`config.mk`:
```
export PLATFORM = sky130hd
export DESIGN_NAME = modular_exponentiation_flat
export DESIGN_NICKNAME = d
export VERILOG_FILES = /design/src/rtl/modexp_pkg.sv /design/src/rtl/modexp_in_if.sv /design/src/rtl/modexp_out_if.sv /design/src/rtl/modexp_mul.sv /design/src/rtl/modular_exponentiation.sv /design/src/flat_wrapper.sv
export SDC_FILE = /design/constraint.sdc
export NUM_CORES = 1
export LEC_CHECK = 0
export BUFFER_PORTS_ARGS = -buffer_cell sky130_fd_sc_hd__buf_2
export CAP_MARGIN = 20
export CORE_ASPECT_RATIO = 2
export CORE_MARGIN = 1
export CORE_UTILIZATION = 30
export DETAILED_ROUTE_END_ITERATION = 8
export PLACE_DENSITY = 0.43
export SYNTH_ARGS = -nofsm -noshare
export SYNTH_HDL_FRONTEND = slang
export SYNTH_SLANG_ARGS = --single-unit
```
`constraint.sdc`:
```
create_clock -name i_clk -period 6.3 [get_ports i_clk]
set_clock_uncertainty 0.1 [all_clocks]
set_input_delay 0.315 -clock i_clk [delete_from_list [all_inputs] [get_ports i_clk]]
set_output_delay 0.315 -clock i_clk [all_outputs]
set_load 0.005 [all_outputs]
```
`src/rtl/modexp_pkg.sv`:
```
// Types, constants and state codes of the modular exponentiation block.
package modexp_pkg;

    localparam int BASE_W       = 30;
    localparam int EXP_W        = 32;
    localparam int EXP_BITS_DEF = 32;
    localparam int SUM_W        = BASE_W + 2;
    localparam int CNT_W        = $clog2(BASE_W + 1);

    typedef logic [BASE_W-1:0] t_res;
    typedef logic [EXP_W-1:0]  t_exp;

    localparam t_res              MODULUS  = 30'd1000000007;
    localparam logic [SUM_W-1:0]  MOD1_EXT = 32'd1000000007;
    localparam logic [SUM_W-1:0]  MOD2_EXT = 32'd2000000014;

    typedef enum logic [1:0] {
        S_IDLE,
        S_CHECK,
        S_MUL,
        S_FIN
    } t_state;

endpackage

```
`src/rtl/modexp_in_if.sv`:
```
// Input channel of the modular exponentiation block: base and exponent.
interface modexp_in_if;
    import modexp_pkg::*;

    logic valid;
    logic ready;
    t_res base;
    t_exp exponent;

    modport source (output valid, output base, output exponent, input ready);
    modport sink (input valid, input base, input exponent, output ready);
endinterface

```
`src/rtl/modexp_out_if.sv`:
```
// Result channel of the modular exponentiation block: the power.
interface modexp_out_if;
    import modexp_pkg::*;

    logic valid;
    logic ready;
    t_res power;

    modport source (output valid, output power, input ready);
    modport sink (input valid, input power, output ready);
endinterface

```
`src/rtl/modexp_mul.sv`:
```
// Bit-serial modular multiplier: one bit of the second operand per cycle.
module modexp_mul (
    input  logic             i_clk,
    input  logic             i_rst_n,
    input  logic             i_start,
    input  modexp_pkg::t_res i_a,
    input  modexp_pkg::t_res i_b,
    output modexp_pkg::t_res o_prod,
    output logic             o_done
);
    import modexp_pkg::*;

    t_res             r_acc, n_acc;
    t_res             r_mul, n_mul;
    logic [CNT_W-1:0] r_cnt, n_cnt;
    logic             r_busy, n_busy;
    logic             r_done, n_done;
    logic [SUM_W-1:0] w_sum;
    logic [SUM_W-1:0] w_red;

    // The partial result stays below the modulus, so the doubled value plus
    // the multiplicand is below three times the modulus.
    always_comb begin
        w_sum = {1'b0, r_acc, 1'b0} + (r_mul[BASE_W-1] ? {2'b00, i_a} : '0);
        if (w_sum >= MOD2_EXT) begin
            w_red = w_sum - MOD2_EXT;
        end else if (w_sum >= MOD1_EXT) begin
            w_red = w_sum - MOD1_EXT;
        end else begin
            w_red = w_sum;
        end
    end

    always_comb begin
        n_acc  = r_acc;
        n_mul  = r_mul;
        n_cnt  = r_cnt;
        n_busy = r_busy;
        n_done = 1'b0;
        if (i_start) begin
            n_acc  = '0;
            n_mul  = i_b;
            n_cnt  = CNT_W'(BASE_W);
            n_busy = 1'b1;
        end else if (r_busy) begin
            n_acc = w_red[BASE_W-1:0];
            n_mul = {r_mul[BASE_W-2:0], 1'b0};
            n_cnt = r_cnt - 1'b1;
            if (r_cnt == CNT_W'(1)) begin
                n_busy = 1'b0;
                n_done = 1'b1;
            end
        end
    end

    always_ff @(posedge i_clk) begin
        if (!i_rst_n) begin
            r_busy <= 1'b0;
            r_done <= 1'b0;
            r_cnt  <= '0;
        end else begin
            r_busy <= n_busy;
            r_done <= n_done;
            r_cnt  <= n_cnt;
        end
        r_acc <= n_acc;
        r_mul <= n_mul;
    end

    assign o_prod = r_acc;
    assign o_done = r_done;
endmodule

```
`src/rtl/modular_exponentiation.sv`:
```
// Modular exponentiation top level: base to the power exponent modulo 1000000007.
// Right-to-left square-and-multiply over the exponent bits, with two bit-serial
// modular multipliers that form the product and the next square side by side.
// Each scanned exponent bit starts the multipliers, runs the bit-serial multiply
// over the 30 operand bits, and then takes the products. Scanning stops after
// the highest set bit; a zero base or zero exponent skips the multiplies. One
// item is in work at a time; a new beat is accepted as soon as the previous
// result sits in the output register.
// Exponent bits at or above EXP_BITS are ignored, and a zero base yields zero.
module modular_exponentiation #(
    parameter int EXP_BITS = modexp_pkg::EXP_BITS_DEF
) (
    input  logic         i_clk,
    input  logic         i_rst_n,
    modexp_in_if.sink    i_in,
    modexp_out_if.source o_res
);
    import modexp_pkg::*;

    localparam t_exp EXP_MASK = (EXP_BITS >= EXP_W) ? '1
                                : EXP_W'((64'd1 << EXP_BITS) - 64'd1);

    t_state r_state, n_state;
    t_res   r_acc, n_acc;
    t_res   r_sq, n_sq;
    t_exp   r_exp, n_exp;
    t_res   r_power, n_power;
    logic   r_out_valid, n_out_valid;

    t_res   w_base;
    logic   w_start;
    t_res   w_prod_acc, w_prod_sq;
    logic   w_done_acc, w_done_sq;

    assign w_base  = (i_in.base >= MODULUS) ? i_in.base - MODULUS : i_in.base;
    assign w_start = (r_state == S_CHECK) && (r_exp != '0);

    modexp_mul u_mul_acc (
        .i_clk   (i_clk),
        .i_rst_n (i_rst_n),
        .i_start (w_start),
        .i_a     (r_sq),
        .i_b     (r_acc),
        .o_prod  (w_prod_acc),
        .o_done  (w_done_acc)
    );

    modexp_mul u_mul_sq (
        .i_clk   (i_clk),
        .i_rst_n (i_rst_n),
        .i_start (w_start),
        .i_a     (r_sq),
        .i_b     (r_sq),
        .o_prod  (w_prod_sq),
        .o_done  (w_done_sq)
    );

    always_comb begin
        n_state     = r_state;
        n_acc       = r_acc;
        n_sq        = r_sq;
        n_exp       = r_exp;
        n_power     = r_power;
        n_out_valid = r_out_valid;
        i_in.ready  = (r_state == S_IDLE);

        if (r_out_valid && o_res.ready) begin
            n_out_valid = 1'b0;
        end

        unique case (r_state)
            S_IDLE: begin
                if (i_in.valid) begin
                    n_sq    = w_base;
                    n_acc   = (w_base == '0) ? '0 : t_res'(1);
                    n_exp   = (w_base == '0) ? '0 : (i_in.exponent & EXP_MASK);
                    n_state = S_CHECK;
                end
            end
            S_CHECK: begin
                n_state = (r_exp == '0) ? S_FIN : S_MUL;
            end
            S_MUL: begin
                // Both multipliers start together and finish together.
                if (w_done_sq && w_done_acc) begin
                    if (r_exp[0]) begin
                        n_acc = w_prod_acc;
                    end
                    n_sq    = w_prod_sq;
                    n_exp   = {1'b0, r_exp[EXP_W-1:1]};
                    n_state = S_CHECK;
                end
            end
            S_FIN: begin
                if (!r_out_valid || o_res.ready) begin
                    n_power     = r_acc;
                    n_out_valid = 1'b1;
                    n_state     = S_IDLE;
                end
            end
            default: begin
                n_state = S_IDLE;
            end
        endcase
    end

    always_ff @(posedge i_clk) begin
        if (!i_rst_n) begin
            r_state     <= S_IDLE;
            r_out_valid <= 1'b0;
        end else begin
            r_state     <= n_state;
            r_out_valid <= n_out_valid;
        end
        r_acc   <= n_acc;
        r_sq    <= n_sq;
        r_exp   <= n_exp;
        r_power <= n_power;
    end

    assign o_res.valid = r_out_valid;
    assign o_res.power = r_power;
endmodule

```
`src/flat_wrapper.sv`:
```
// flat-port wrapper written by rule: the top's interface ports become plain ports
module modular_exponentiation_flat import modexp_pkg::*;
#(
    parameter int EXP_BITS = modexp_pkg::EXP_BITS_DEF
)
  (i_clk, i_rst_n, i_in_valid, i_in_base, i_in_exponent, i_in_ready, o_res_valid, o_res_power, o_res_ready);
  modexp_in_if i_in_i ();
  modexp_out_if o_res_i ();
  input  logic i_clk;
  input  logic i_rst_n;
  input wire logic [$bits(i_in_i.valid)-1:0] i_in_valid;
  input wire logic [$bits(i_in_i.base)-1:0] i_in_base;
  input wire logic [$bits(i_in_i.exponent)-1:0] i_in_exponent;
  output wire logic [$bits(i_in_i.ready)-1:0] i_in_ready;
  output wire logic [$bits(o_res_i.valid)-1:0] o_res_valid;
  output wire logic [$bits(o_res_i.power)-1:0] o_res_power;
  input wire logic [$bits(o_res_i.ready)-1:0] o_res_ready;
  assign i_in_i.valid = i_in_valid;
  assign i_in_i.base = i_in_base;
  assign i_in_i.exponent = i_in_exponent;
  assign i_in_ready = i_in_i.ready;
  assign o_res_valid = o_res_i.valid;
  assign o_res_power = o_res_i.power;
  assign o_res_i.ready = o_res_ready;
  modular_exponentiation #(.EXP_BITS(EXP_BITS)) u_core (.i_clk(i_clk), .i_rst_n(i_rst_n), .i_in(i_in_i), .o_res(o_res_i));
endmodule
```
; ---- Word-level counts from Yosys, hierarchy flattened
; Cells that the tools add are included.
[word_totals]
ff_bits = 259
out_inout_bits = 32
[classes]
mux = 43
n_reduce_logical = 19
bitwise_logic = 3
n_addsub = 9
eq_ne = 9
magnitude_cmp = 5
[ops]
columns = op, count
row1 = 30-bit 2-to-1 mux, 16
row2 = "30-bit subtractor, second input constant", 5
row3 = 30-bit case mux with 2 select lines, 2
row4 = 32-bit 2-to-1 mux, 3
row5 = 31-bit by 30-bit adder with 32-bit output, 2
row6 = "32-bit by 30-bit greater-or-equal comparator with 1-bit output, second input constant", 2
row7 = "32-bit by 31-bit greater-or-equal comparator with 1-bit output, second input constant", 2
row8 = 32-bit case mux with 2 select lines, 1
row9 = 32-bit logical NOT, 1
row10 = 32-bit nonzero test, 1
row11 = "30-bit greater-or-equal comparator, second input constant", 1
row12 = 30-bit logical NOT, 1
row13 = 5-bit 2-to-1 mux, 4
row14 = 1-bit 2-to-1 mux, 13
row15 = "5-bit by 1-bit equality test with 1-bit output, second input constant", 2
row16 = "5-bit by 1-bit subtractor with 5-bit output, second input constant", 2
row17 = 2-bit case mux with 4 select lines, 1
row18 = 2-bit 2-to-1 mux, 3
row19 = "2-bit by 1-bit inequality test with 1-bit output, second input constant", 3
row20 = 3-bit AND reduction, 2
row21 = 2-bit nonzero test, 3
row22 = 3-bit OR reduction, 2
row23 = "2-bit equality test, second input constant", 2
row24 = 4-bit AND reduction, 1
row25 = other kinds (9), 13

; ---- Longest topological paths before layout
; Gate-level depths: netlist (run 1).
[depth]
word_depth = 6
depth_mapped = 19
ltp_nobuf = 18

; ---- Modules after synthesis
; From an unflattened synthesis (run 1), not the netlist that was laid out.
[hier_totals]
cells_unflattened = 2189
area_unflattened_um2 = 19563.8
[modules_own_cells]
columns = mod, area_each_um2, instances, seq_area_each_um2, cells_per_inst
row1 = modexp_mul, 6537.5, 2, 1641.6, 797
row2 = modular_exponentiation, 6488.7, 1, 3723.6, 595

; ---- Least setup slack after synthesis (run 1)
; Ideal clock, no wire load.
[synth_path]
path_type = flip-flop to flip-flop
start = register u_core.r_state[1]
end = register u_core.r_acc[0], enable pin
arrival_time_ns = 5.289
setup_time_ns = 0.421
path_slack_ns = 0.491
path_stages_with_launch = 5
required_time_ns = 5.779
synth_period_minus_slack_ns = 5.809
n_path_buf = 1
cell_sequence = dfxtp_1 clkbuf_1 nand3_1 a21oi_1 nor2b_1
[synth_between]
elab_chain_cells = 3
[synth_lines]
columns = item, line
row1 = from (decl), modular_exponentiation.sv:23  ; t_state r_state, n_state;
row2 = from (signal assigned), modular_exponentiation.sv:112  ; r_state <= n_state;
row3 = 2-bit equality test or 2-bit logical NOT (tied branches), modular_exponentiation.sv:71  ; unique case (r_state)
row4 = "2-bit by 1-bit inequality test with 1-bit output (no line), or another cell as far along", n/a
row5 = 4-bit AND reduction (no line) (*), n/a
row6 = to (signal assigned), modular_exponentiation.sv:115  ; r_acc <= n_acc;
row7 = to (decl), modular_exponentiation.sv:24  ; t_res r_acc, n_acc;
; Mark *: on every way between the ends. The rest lies on a longest branch, timed or not.
; A chain may end at the register's enable or synchronous reset.

; ---- Worst setup path after layout (run 1)
[layout_path]
start = register u_core.u_mul_sq.r_mul[29]
end = register u_core.u_mul_sq.r_acc[26] (netlist: u_core.u_mul_sq.o_prod[26])
[layout_between]
elab_chain_cells = 5
[layout_lines]
columns = item, line
row1 = from (decl), modexp_mul.sv:14  ; t_res r_mul, n_mul;
row2 = from (signal assigned), modexp_mul.sv:67  ; r_mul <= n_mul;
row3 = 30-bit 2-to-1 mux (*), modexp_mul.sv:24  ; w_sum = {1'b0, r_acc, 1'b0} + (r_mul[BASE_W-1] ? {2'b00, i_a} : '0);
row4 = 31-bit by 30-bit adder with 32-bit output (*), modexp_mul.sv:24
row5 = 30-bit subtractor or 32-bit by 30-bit greater-or-equal comparator with 1-bit output (tied branches), "modexp_mul.sv:28, modexp_mul.sv:27"
row6 = 30-bit 2-to-1 mux, modexp_mul.sv:27  ; end else if (w_sum >= MOD1_EXT) begin
row7 = 30-bit 2-to-1 mux (*), modexp_mul.sv:25  ; if (w_sum >= MOD2_EXT) begin
row8 = to (signal assigned), modexp_mul.sv:66  ; r_acc <= n_acc;
row9 = to (decl), modexp_mul.sv:13  ; t_res r_acc, n_acc;
; Marked as above.

==> results of run 1 <==
[per-layer routing]
layer	vias to the layer above	routed length (µm)	track usage
met5	-	0	0
met4	0	6641	0.1846
met3	217	2207	0.02177
met2	476	44020	0.4910
met1	8477	24800	0.2141
li1	8436	-	-
[stage by stage]
stage | setup slack (ns) | hold WS, ns | power, µW
after detailed placement | 0.2785 | 0.3336 | 7103
after floorplan | 0.4907 | 0.3174 | 5415
final | 0.3221 | 0.07355 | 8858
after CTS | 0.2833 | 0.03706 | 8878
after global placement | 0.3278 | 0.3276 | 7107
after global routing | 0.04199 | 0.07703 | 9387
[flip-flops by register name, summed over array words and instances, names as in the netlist]
register / flops
u_core.r_state: 2
u_core.u_mul_acc.r_busy: 1
u_core.r_sq: 30
u_core.u_mul_acc.r_mul: 30
u_core.u_mul_acc.r_cnt: 5
u_core.u_mul_acc.o_done: 1
u_core.o_res.valid: 1
u_core.u_mul_sq.r_mul: 30
u_core.u_mul_sq.r_busy: 1
u_core.u_mul_sq.r_cnt: 5
u_core.u_mul_sq.o_done: 1
u_core.u_mul_acc.o_prod: 30
u_core.r_exp: 32
u_core.u_mul_sq.o_prod: 30
u_core.o_res.power: 30
u_core.r_acc: 30
[worst reg2reg max path, stage by stage (launching register included)]
cell,delay (ns)
edfxtp_1,0.76
and2_1,0.23
ha_1,0.18
inv_1,0.06
fa_1,0.39
nor2b_1,0.27
o2111a_1,0.45
nor2_1,0.11
a311o_1,0.42
a2111oi_0,0.55
and4_1,0.29
nor3_1,0.06
buf_4,0.18
o311ai_1,0.70
a21boi_4,0.14
buf_4,0.21
buf_4,0.17
nor3_1,0.32
nor3_1,0.08
o31ai_1,0.22
[synthesized netlist by cell type, types with 30 or more instances]
master    number  share of area
ha_1          69          0.046
a31oi_1       33          0.011
o21ai_0      135          0.036
nand4_1       30          0.010
a21o_1        34          0.014
edfxtp_1     182           0.29
clkbuf_1     110          0.022
nand3_1       86          0.023
inv_1         43         0.0086
xor2_1        33          0.015
xnor2_1       68          0.032
and2_1       108          0.036
o211ai_1      37          0.015
mux2i_1       44          0.023
dfxtp_1       77          0.082
nand2_1      422          0.084
nor3_1        39          0.010
nor2_1       139          0.028
o21a_1        31          0.012
a21oi_1      130          0.035
[repair_timing]
item | 4_1_cts | 5_1_grt
hold endpoints to repair | 41 | 0
hold buffers | 33 | 0
setup endpoints to repair | 0 | 0
[cell usage in the layout (no fill, tap or decap), types with 17 or more instances in the layout]
cell type,n
a211oi_1,20
a21o_1,34
a21oi_1,129
a31oi_1,33
and2_1,108
and3_1,26
buf_2,97
buf_4,65
clkbuf_16,29
dfxtp_1,76
dlygate4sd3_1,33
edfxtp_1,182
ha_1,69
inv_1,43
mux2i_1,44
nand2_1,422
nand3_1,86
nand4_1,30
nor2_1,138
nor2b_1,23
nor3_1,39
nor4_1,17
o2111ai_1,17
o211ai_1,37
o21a_1,31
o21ai_0,135
or2_2,18
or3_1,25
xnor2_1,68
xor2_1,33
[cell type report]
| cell class | instances | area [µm²] |
|---|---|---|
| diodes | 1 | 2.502 |
| clock buffers | 37 | 788.3 |
| clock inverters | 15 | 150.1 |
| fillers | 6585 | 40220 |
| inverters | 45 | 168.9 |
| multi-input cells | 1818 | 11160 |
| flip-flops and latches | 259 | 7008 |
| well taps | 786 | 983.4 |
| repair buffers | 197 | 1344 |
[kinds of logic (layout without fill, tap and decap cells)]
kind of cell,count (synthesis),count (layout),share of synthesized area
buffers and inverters,171,294,0.03510
AND/OR/NAND/NOR,1006,1006,0.2583
multiplexers,48,48,0.02589
XOR/XNOR,101,101,0.04718
other,0,1,0
adder cells (fa/ha/maj),71,71,0.04818
AO/OA/AOI/OAI,592,592,0.2116
flip-flops,259,259,0.3737
[report_power, final]
group          total [µW]  switching [µW]  internal (µW)
Sequential           2460             320           2140
Combinational        4690            3020           1680
Clock                1710             772            937
[final timing paths]
kind,start,end,depth (start not counted)
max reg2reg,u_core.u_mul_sq.r_mul[29],u_core.u_mul_sq.o_prod[26],19
min,o_res_ready,u_core.o_res.valid,3
min reg2reg,u_core.r_acc[15],u_core.o_res.power[15],0
max,u_core.u_mul_sq.r_mul[29],u_core.u_mul_sq.o_prod[26],19
==> run summary, run 1 <==
outcome = finished clean
Setup Viol. Count Final = 0
Worst Setup End Kind = register
post-CTS resize count = 0
number of I/O port buffers = 97
vias in the first global route = 17861
Vias = 17606
largest net degree at the start of global routing = 65
Unique masters post-synth = 88
Crit-path slowest cell = edfxtp_1
row count = 129
Crit path largest cell delay = 0.76 ns
Root Driver = clkbuf_16
Peak Freq = 167.3 MHz
post-layout minimum cycle time = 5.978 ns
drt drc = 0
die height = 355.5 µm
Syn. warnings = 0
Worst setup SP type = register
die area = 0.06356 mm²
HP Class = input pin to register
Max Cap Viol = 0
Arr. time, crit path = 6.39 ns
clk_lat worst skew = 0.60 ns
Final ANT Viol Nets = 0
fin util = 0.3494
Setup Buffers After CTS = 0
RSZ-0062 raised after global routing = false
first-pass GRT wire length = 113200 µm
Final Instance Count excl. Fillers = 3158
Core ar. = 0.06182 mm²
ys async rst share = 0
Critical Path RT = 6.71 ns
Initial Util = 0.3033
PD cells = 410.0 mW/mm²
DR pass1 iterations = 7
gpl congestion = 1.017
DRT Wirelength = 77670 µm
WL per Instance = 24.59 µm
Leak = 0.008635 µW
Slew HR = 0.3072
die width = 178.8 µm
CTS sink cnt = 259
family with the most delay on the worst path = compound AO/OA/AOI/OAI gates
share of layout cells above drive strength 1 = 0.1126
Mean Syn Cell Area = 8.340 µm²
final instance area = 0.02160 mm²
reg2reg setup slack = 0.32 ns
clock-pin slew on the worst setup and hold paths = 0.07 ns
CP Max Fanout = 22
Yosys reg bits = 259
Max clock buf depth = 3
TritonCTS Buffers = 28
IO Count = 98
CP Class = register to register
EDFF count, synth = 182
setup TNS = 0 ns
CTS tree = yes
H-tree depth = 1
total track usage = 0.2439
maximum vdd drop = 0.3499 mV
Pins Over Slew Limit = 0
grt total ovfl = 0
top_reg_cell synth = edfxtp_1
placed cell count = 3072
DR vias/cell = 5.575
HPWL Detailed = 62170 µm
final hold vios = 0
Nets = 2486
mapped cell area = 0.01875 mm²
CP cell instances = and2_1 -> ha_1 -> inv_1 -> fa_1 -> nor2b_1 -> o2111a_1 -> nor2_1 -> a311o_1 -> a2111oi_0 -> and4_1 -> nor3_1 -> buf_4 -> o311ai_1 -> a21boi_4 -> buf_4 -> buf_4 -> nor3_1 -> nor3_1 -> o31ai_1
Mapped Nets = 2385
final period utilization = 0.9489
register area share after synthesis = 0.3737
placed cell areas = 0.02033 mm²
WP buf/inv = 4
Iter 0 DRT Violations = 1063
initial antenna violation count = 0
Area Overhead vs Synth = 15.22%
synthesized instance count = 2248
Tightest Pin Transition = 1.032 ns
Note: power is estimated with default switching activity, not from simulation.
==> run 2: changes to the inputs <==
Settings changed: RECOVER_POWER set to 50.
==> run summary, run 2 (synthesized netlist as in run 1, its figures left out) <==
Crit path largest cell delay = 0.76 ns (about the same)
DRT Wirelength = 77730 µm (was 77670 µm)
first-pass GRT wire length = 113200 µm (unchanged)
Net Sw Frac = 0.4635 (was 0.4637)
clk_lat worst skew = 0.60 ns (about the same)
Tightest Pin Transition = 3.709 ns (was 1.032 ns)
CTS sink cnt = 259 (unchanged)
Core ar. = 0.06182 mm² (unchanged)
PD cells = 411.8 mW/mm² (was 410.0 mW/mm²)
Setup Viol. Count Final = 0 (unchanged)
CP Class = register to register (unchanged)
number of I/O port buffers = 97 (unchanged)
grt total ovfl = 0 (unchanged)
RSZ-0062 raised after global routing = false (unchanged)
outcome = finished with violations (was finished clean)
Design Power = 8854 µW (was 8858 µW)
largest net degree at the start of global routing = 65 (unchanged)
max FFs per register = 32 (unchanged)
gpl congestion = 1.017 (unchanged)
maximum vdd drop = 0.3552 mV (was 0.3499 mV)
Peak Freq = 168.2 MHz (was 167.3 MHz)
vias in the first global route = 17861 (unchanged)
Vias = 17584 (was 17606)
failing checks = max-capacitance violations, max-slew violations
Largest Register = u_core.r_exp (unchanged)
hold slack = 0.07649 ns (was 0.07355 ns)
Max clock buf depth = 3 (unchanged)
Flop pwr share = 0.278 (was 0.277)
IO Count = 98 (unchanged)
Iter 0 DRT Violations = 1093 (was 1063)
HP Class = input pin to register (unchanged)
drt drc = 0 (unchanged)
reg2reg path depth = 19 (unchanged)
Slew HR = -1.473 (was 0.3072)
Root Driver = clkbuf_16 (unchanged)
hold path depth = 3 (unchanged)
initial antenna violation count = 0 (unchanged)
setup TNS = 0 ns (unchanged)
WP buf/inv = 4 (unchanged)
Crit-path slowest cell = edfxtp_1 (unchanged)
Pins Over Slew Limit = 303 (was 0)
Arr. time, crit path = 6.36 ns (was 6.39 ns)
total track usage = 0.2439 (unchanged)
CTS tree = yes (unchanged)
Worst setup SP type = register (unchanged)
WP depth = 19 (unchanged)
Initial Util = 0.3033 (unchanged)
post-layout minimum cycle time = 5.946 ns (was 5.978 ns)
Setup Buffers After CTS = 0 (unchanged)
Area Overhead vs Synth = 14.69% (was 15.22%)
Clock power frac = 0.193 (about the same)
HPWL Detailed = 62170 µm (unchanged)
clock-pin slew on the worst setup and hold paths = 0.07 ns (about the same)
DR pass1 iterations = 5 (was 7)
CP Max Fanout = 22 (unchanged)
most frequent cells in the layout = 422 x nand2_1, 182 x edfxtp_1, 138 x nor2_1, 135 x o21ai_0, 129 x a21oi_1 (unchanged)
die width = 178.8 µm (unchanged)
most common cell after layout, fill and taps aside = nand2_1 (unchanged)
H-tree depth = 1 (unchanged)
TritonCTS Buffers = 28 (unchanged)
Nets = 2486 (unchanged)
Worst Setup End Kind = register (unchanged)
family with the most delay on the worst path = compound AO/OA/AOI/OAI gates (unchanged)
Psw = 4103 µW (was 4107 µW)
Critical Path RT = 6.71 ns (about the same)
number of fill cells = 6591 (was 6585)
final hold vios = 0 (unchanged)
share of layout cells above drive strength 1 = 0.09616 (was 0.1126)
die height = 355.5 µm (unchanged)
final period utilization = 0.9437 (was 0.9489)
row count = 129 (unchanged)
Internal = 4750 µW (about the same)
die area = 0.06356 mm² (unchanged)
Final ANT Viol Nets = 0 (unchanged)
CP cell instances = and2_1 -> ha_1 -> inv_1 -> fa_1 -> nor2b_1 -> o2111a_1 -> nor2_1 -> a311o_1 -> a2111oi_0 -> and4_1 -> nor3_1 -> buf_4 -> o311ai_1 -> a21boi_4 -> buf_4 -> buf_4 -> nor3_1 -> nor3_1 -> o31ai_1 (unchanged)
Max Cap Viol = 7 (was 0)
WL per Instance = 24.61 µm (was 24.59 µm)
Gate power share = 0.529 (was 0.530)
DR vias/cell = 5.568 (was 5.575)
Leak = 0.008504 µW (was 0.008635 µW)
run 2: cell types whose count changed in the layout (fill, tap and decap cells not counted):
| cell | previous run | this run |
|---|---|---|
| and2_0 | 2 | 13 |
| and2_1 | 108 | 97 |
| buf_12 | 2 | 1 |
| buf_2 | 97 | 68 |
| buf_4 | 65 | 57 |
| clkbuf_1 | 3 | 39 |
| clkbuf_2 | 2 | 4 |
| nor2b_1 | 23 | 25 |
| nor2b_4 | 3 | 1 |
| nor3b_1 | 5 | 6 |
| nor3b_2 | 1 | 0 |
run 2: metal layers:
metal	track usage	part of all wire	wire, µm
met5	0	0	0
met4	0.1846	0.086	6655
met3	0.02177	0.029	2256
met2	0.4910	0.57	44150
met1	0.2141	0.32	24660
run 2: repair_timing:
action,CTS,global route
gates resized for setup,0,0
endpoints found under the setup margin,0,0
hold endpoints to repair,41,0
hold buffers,33,0
run 2: final cells by class:
cell class | count | area [µm²] | share of cell area
inverters | 45 | 168.9 | 0.007856
diodes | 1 | 2.502 | 0.0001164
repair buffers | 197 | 1264 | 0.05877
clock inverters | 15 | 150.1 | 0.006983
multi-input cells | 1818 | 11140 | 0.5179
flip-flops and latches | 259 | 7008 | 0.3259
well taps | 786 | 983.4 | 0.04574
clock buffers | 37 | 788.3 | 0.03666
run 2: worst paths after layout:
check	start	endpoint	slack, ns
max	u_core.u_mul_sq.r_mul[29]	u_core.u_mul_sq.o_prod[26]	0.35
min	i_in_base[27]	u_core.r_sq[27]	0.08
max reg2reg	u_core.u_mul_sq.r_mul[29]	u_core.u_mul_sq.o_prod[26]	0.35
min reg2reg	u_core.r_acc[15]	u_core.o_res.power[15]	0.35
run 2: tightest hold or removal path: stages:
cell,delay [ns]
buf_2,0.12
nand2_1,0.05
o21ai_0,0.10
run 2: metrics by stage:
stage	utilization	setup WS, ns	cells	area (µm²)
2_1_floorplan	-	0.4907	2248	18750
3_3_place_gp	0.3286	0.3278	3071	20310
3_5_place_dp	0.3289	0.2785	3072	20330
4_1_cts	0.3494	0.2833	3157	21600
5_1_grt	0.3478	0.04199	3157	21500
6_report	0.3478	0.3545	3158	21500
run 2: power by group through the flow:
stage | clock (µW) | combinational, µW | sequential (µW)
detailed placement | 0 | 4610 | 2490
floorplan | 0 | 3120 | 2300
global placement | 0 | 4610 | 2490
CTS | 1770 | 4650 | 2460
global route | 1810 | 5090 | 2490
finish | 1710 | 4680 | 2460
==> run 3: changes to the inputs <==
Settings changed: BUFFER_PORTS_ARGS -buffer_cell sky130_fd_sc_hd__buf_2 to -buffer_cell sky130_fd_sc_hd__buf_4, PLACE_DENSITY 0.43 to not set.
==> run summary, run 3 (synthesized netlist as in run 1, its figures left out) <==
outcome = finished with violations (unchanged)
failing checks = max-capacitance violations, max-slew violations (unchanged)
most frequent cells in the layout = 422 x nand2_1, 182 x edfxtp_1, 138 x nor2_1, 135 x o21ai_0, 129 x a21oi_1 (unchanged)
total track usage = 0.2214 (was 0.2439)
first-pass GRT wire length = 106000 µm (was 113200 µm)
Psw = 4022 µW (was 4103 µW)
Final ANT Viol Nets = 0 (unchanged)
met3 WL = 2343 µm (was 2256 µm)
Top Metal Used = met4 (unchanged)
DRT Wirelength = 71020 µm (was 77730 µm)
M1 WL = 24120 µm (was 24660 µm)
Setup Buffers After CTS = 0 (unchanged)
CTS sink cnt = 259 (unchanged)
die area = 0.06356 mm² (unchanged)
H-tree depth = 1 (unchanged)
final period utilization = 0.8958 (was 0.9437)
Antenna Cells = 0 (was 1)
clock-pin slew on the worst setup and hold paths = 0.07 ns (about the same)
PD cells = 409.1 mW/mm² (was 411.8 mW/mm²)
Slew HR = -1.368 (was -1.473)
Max clock buf depth = 3 (unchanged)
initial antenna violation count = 0 (unchanged)
Nets = 2476 (was 2486)
drt drc = 0 (unchanged)
Largest Register = u_core.r_exp (unchanged)
final hold vios = 0 (unchanged)
Gate power share = 0.525 (was 0.529)
CTS tree = yes (unchanged)
post-layout minimum cycle time = 5.644 ns (was 5.946 ns)
setup TNS = 0 ns (unchanged)
Tightest Pin Transition = 3.552 ns (was 3.709 ns)
TritonCTS Buffers = 28 (unchanged)
Setup Viol. Count Final = 0 (unchanged)
Critical Path RT = 6.63 ns (was 6.71 ns)
post-route worst setup slack = 0.6562 ns (was 0.3545 ns)
CP Max Fanout = 27 (was 22)
Worst setup SP type = register (unchanged)
Pins Over Slew Limit = 364 (was 303)
RSZ-0062 raised after global routing = false (unchanged)
WL per Instance = 22.57 µm (was 24.61 µm)
maximum vdd drop = 0.1949 mV (was 0.3552 mV)
Root Driver = clkbuf_16 (unchanged)
Vias = 17853 (was 17584)
vias in the first global route = 17981 (was 17861)
IO Count = 98 (unchanged)
number of I/O port buffers = 97 (unchanged)
area occupied by multi-input gates = 0.01113 mm² (was 0.01114 mm²)
most common cell after layout, fill and taps aside = nand2_1 (unchanged)
Flop pwr share = 0.275 (was 0.278)
Core ar. = 0.06182 mm² (unchanged)
Iter 0 DRT Violations = 1331 (was 1093)
Peak Freq = 177.2 MHz (was 168.2 MHz)
Placement Setup Slack = 0.7936 ns (was 0.2785 ns)
grt total ovfl = 0 (unchanged)
largest net degree at the start of global routing = 77 (was 65)
Arr. time, crit path = 5.98 ns (was 6.36 ns)
max FFs per register = 32 (unchanged)
sequential cell area = 0.007008 mm² (unchanged)
die height = 355.5 µm (unchanged)
post-CTS resize count = 0 (unchanged)
Clock power frac = 0.200 (was 0.193)
Area Overhead vs Synth = 15.76% (was 14.69%)
Max Cap Viol = 8 (was 7)
die width = 178.8 µm (unchanged)
DR vias/cell = 5.673 (was 5.568)
met2 wire len = 37850 µm (was 44150 µm)
row count = 129 (unchanged)
cts hold-fix bufs = 33 (unchanged)
Initial Util = 0.3033 (unchanged)
DR pass1 iterations = 6 (was 5)
HPWL Detailed = 55610 µm (was 62170 µm)
Net Sw Frac = 0.4530 (was 0.4635)
Worst Setup End Kind = register (unchanged)
CP Class = register to register (unchanged)
gpl congestion = 1.037 (was 1.017)
clk_lat worst skew = 0.57 ns (was 0.60 ns)
HP Class = input pin to register (unchanged)
Leak = 0.008561 µW (was 0.008504 µW)
share of layout cells above drive strength 1 = 0.09784 (was 0.09616)
Internal = 4857 µW (was 4750 µW)
number of fill cells = 6389 (was 6591)
run 3: cell count changes in the layout (fill, tap and decap cells not counted), sizes merged:
cell	change
buf	-9
clkbuf	-6
bufinv	+4
clkinvlp	+3
inv	-2
diode	-1
run 3: worst max-delay path, stage by stage (launching register included):
cell and delay [ns]:
edfxtp_1 0.45, buf_4 0.23, and2_1 0.16, ha_1 0.54, o211ai_1 0.18, a21o_1 0.24, a2111oi_2 0.72, o21a_1 0.24
o211ai_1 0.24, nor4_1 0.47, a221oi_2 0.11, buf_4 0.19, o21ai_1 0.41, buf_4 0.37, o21ai_0 0.14, a221oi_1 0.45
xnor2_1 0.17, a21oi_1 0.08
run 3: final timing paths:
check / to / slack [ns] / start / cells after the start
setup / recovery: u_core.u_mul_acc.o_prod[28] / 0.66 / u_core.u_mul_acc.r_mul[29] / 17
hold / removal: u_core.r_sq[28] / 0.07 / i_in_base[28] / 3
setup reg to reg: u_core.u_mul_acc.o_prod[28] / 0.66 / u_core.u_mul_acc.r_mul[29] / 17
hold reg to reg: u_core.o_res.power[13] / 0.35 / u_core.r_acc[13] / 0
run 3: per-layer routing:
metal / global-route usage / vias up
met5: 0 / -
met4: 0.1853 / 0
met3: 0.02177 / 267
met2: 0.4174 / 660
met1: 0.2105 / 8502
li1: - / 8424
run 3: layout make-up:
cell class | instances | share of cell area
multi-input combinational | 1818 | 0.5128
sequential | 259 | 0.3229
timing repair buffer | 187 | 0.06601
tap | 786 | 0.04531
clock buffer | 32 | 0.03298
clock inverter | 20 | 0.01222
inverter | 45 | 0.007783
run 3: stage by stage:
stage,utilization,hold slack (ns),total power [µW],cell area [µm²],instances
after floorplan,-,0.3174,5415,18750,2248
after global placement,0.3314,0.3281,6940,20490,3061
after detailed placement,0.3314,0.3352,6982,20490,3061
after CTS,0.3526,0.02815,8792,21800,3146
after global routing,0.3511,0.05143,9372,21700,3147
final,0.3511,0.07183,8878,21700,3147
run 3: power by group through the flow:
stage                     sequential [µW]  clock, µW  combinational (µW)
final                                2440       1780                4660
after global routing                 2470       1870                5040
after CTS                            2430       1810                4550
after detailed placement             2470          0                4510
after global placement               2470          0                4470
after floorplan                      2300          0                3120
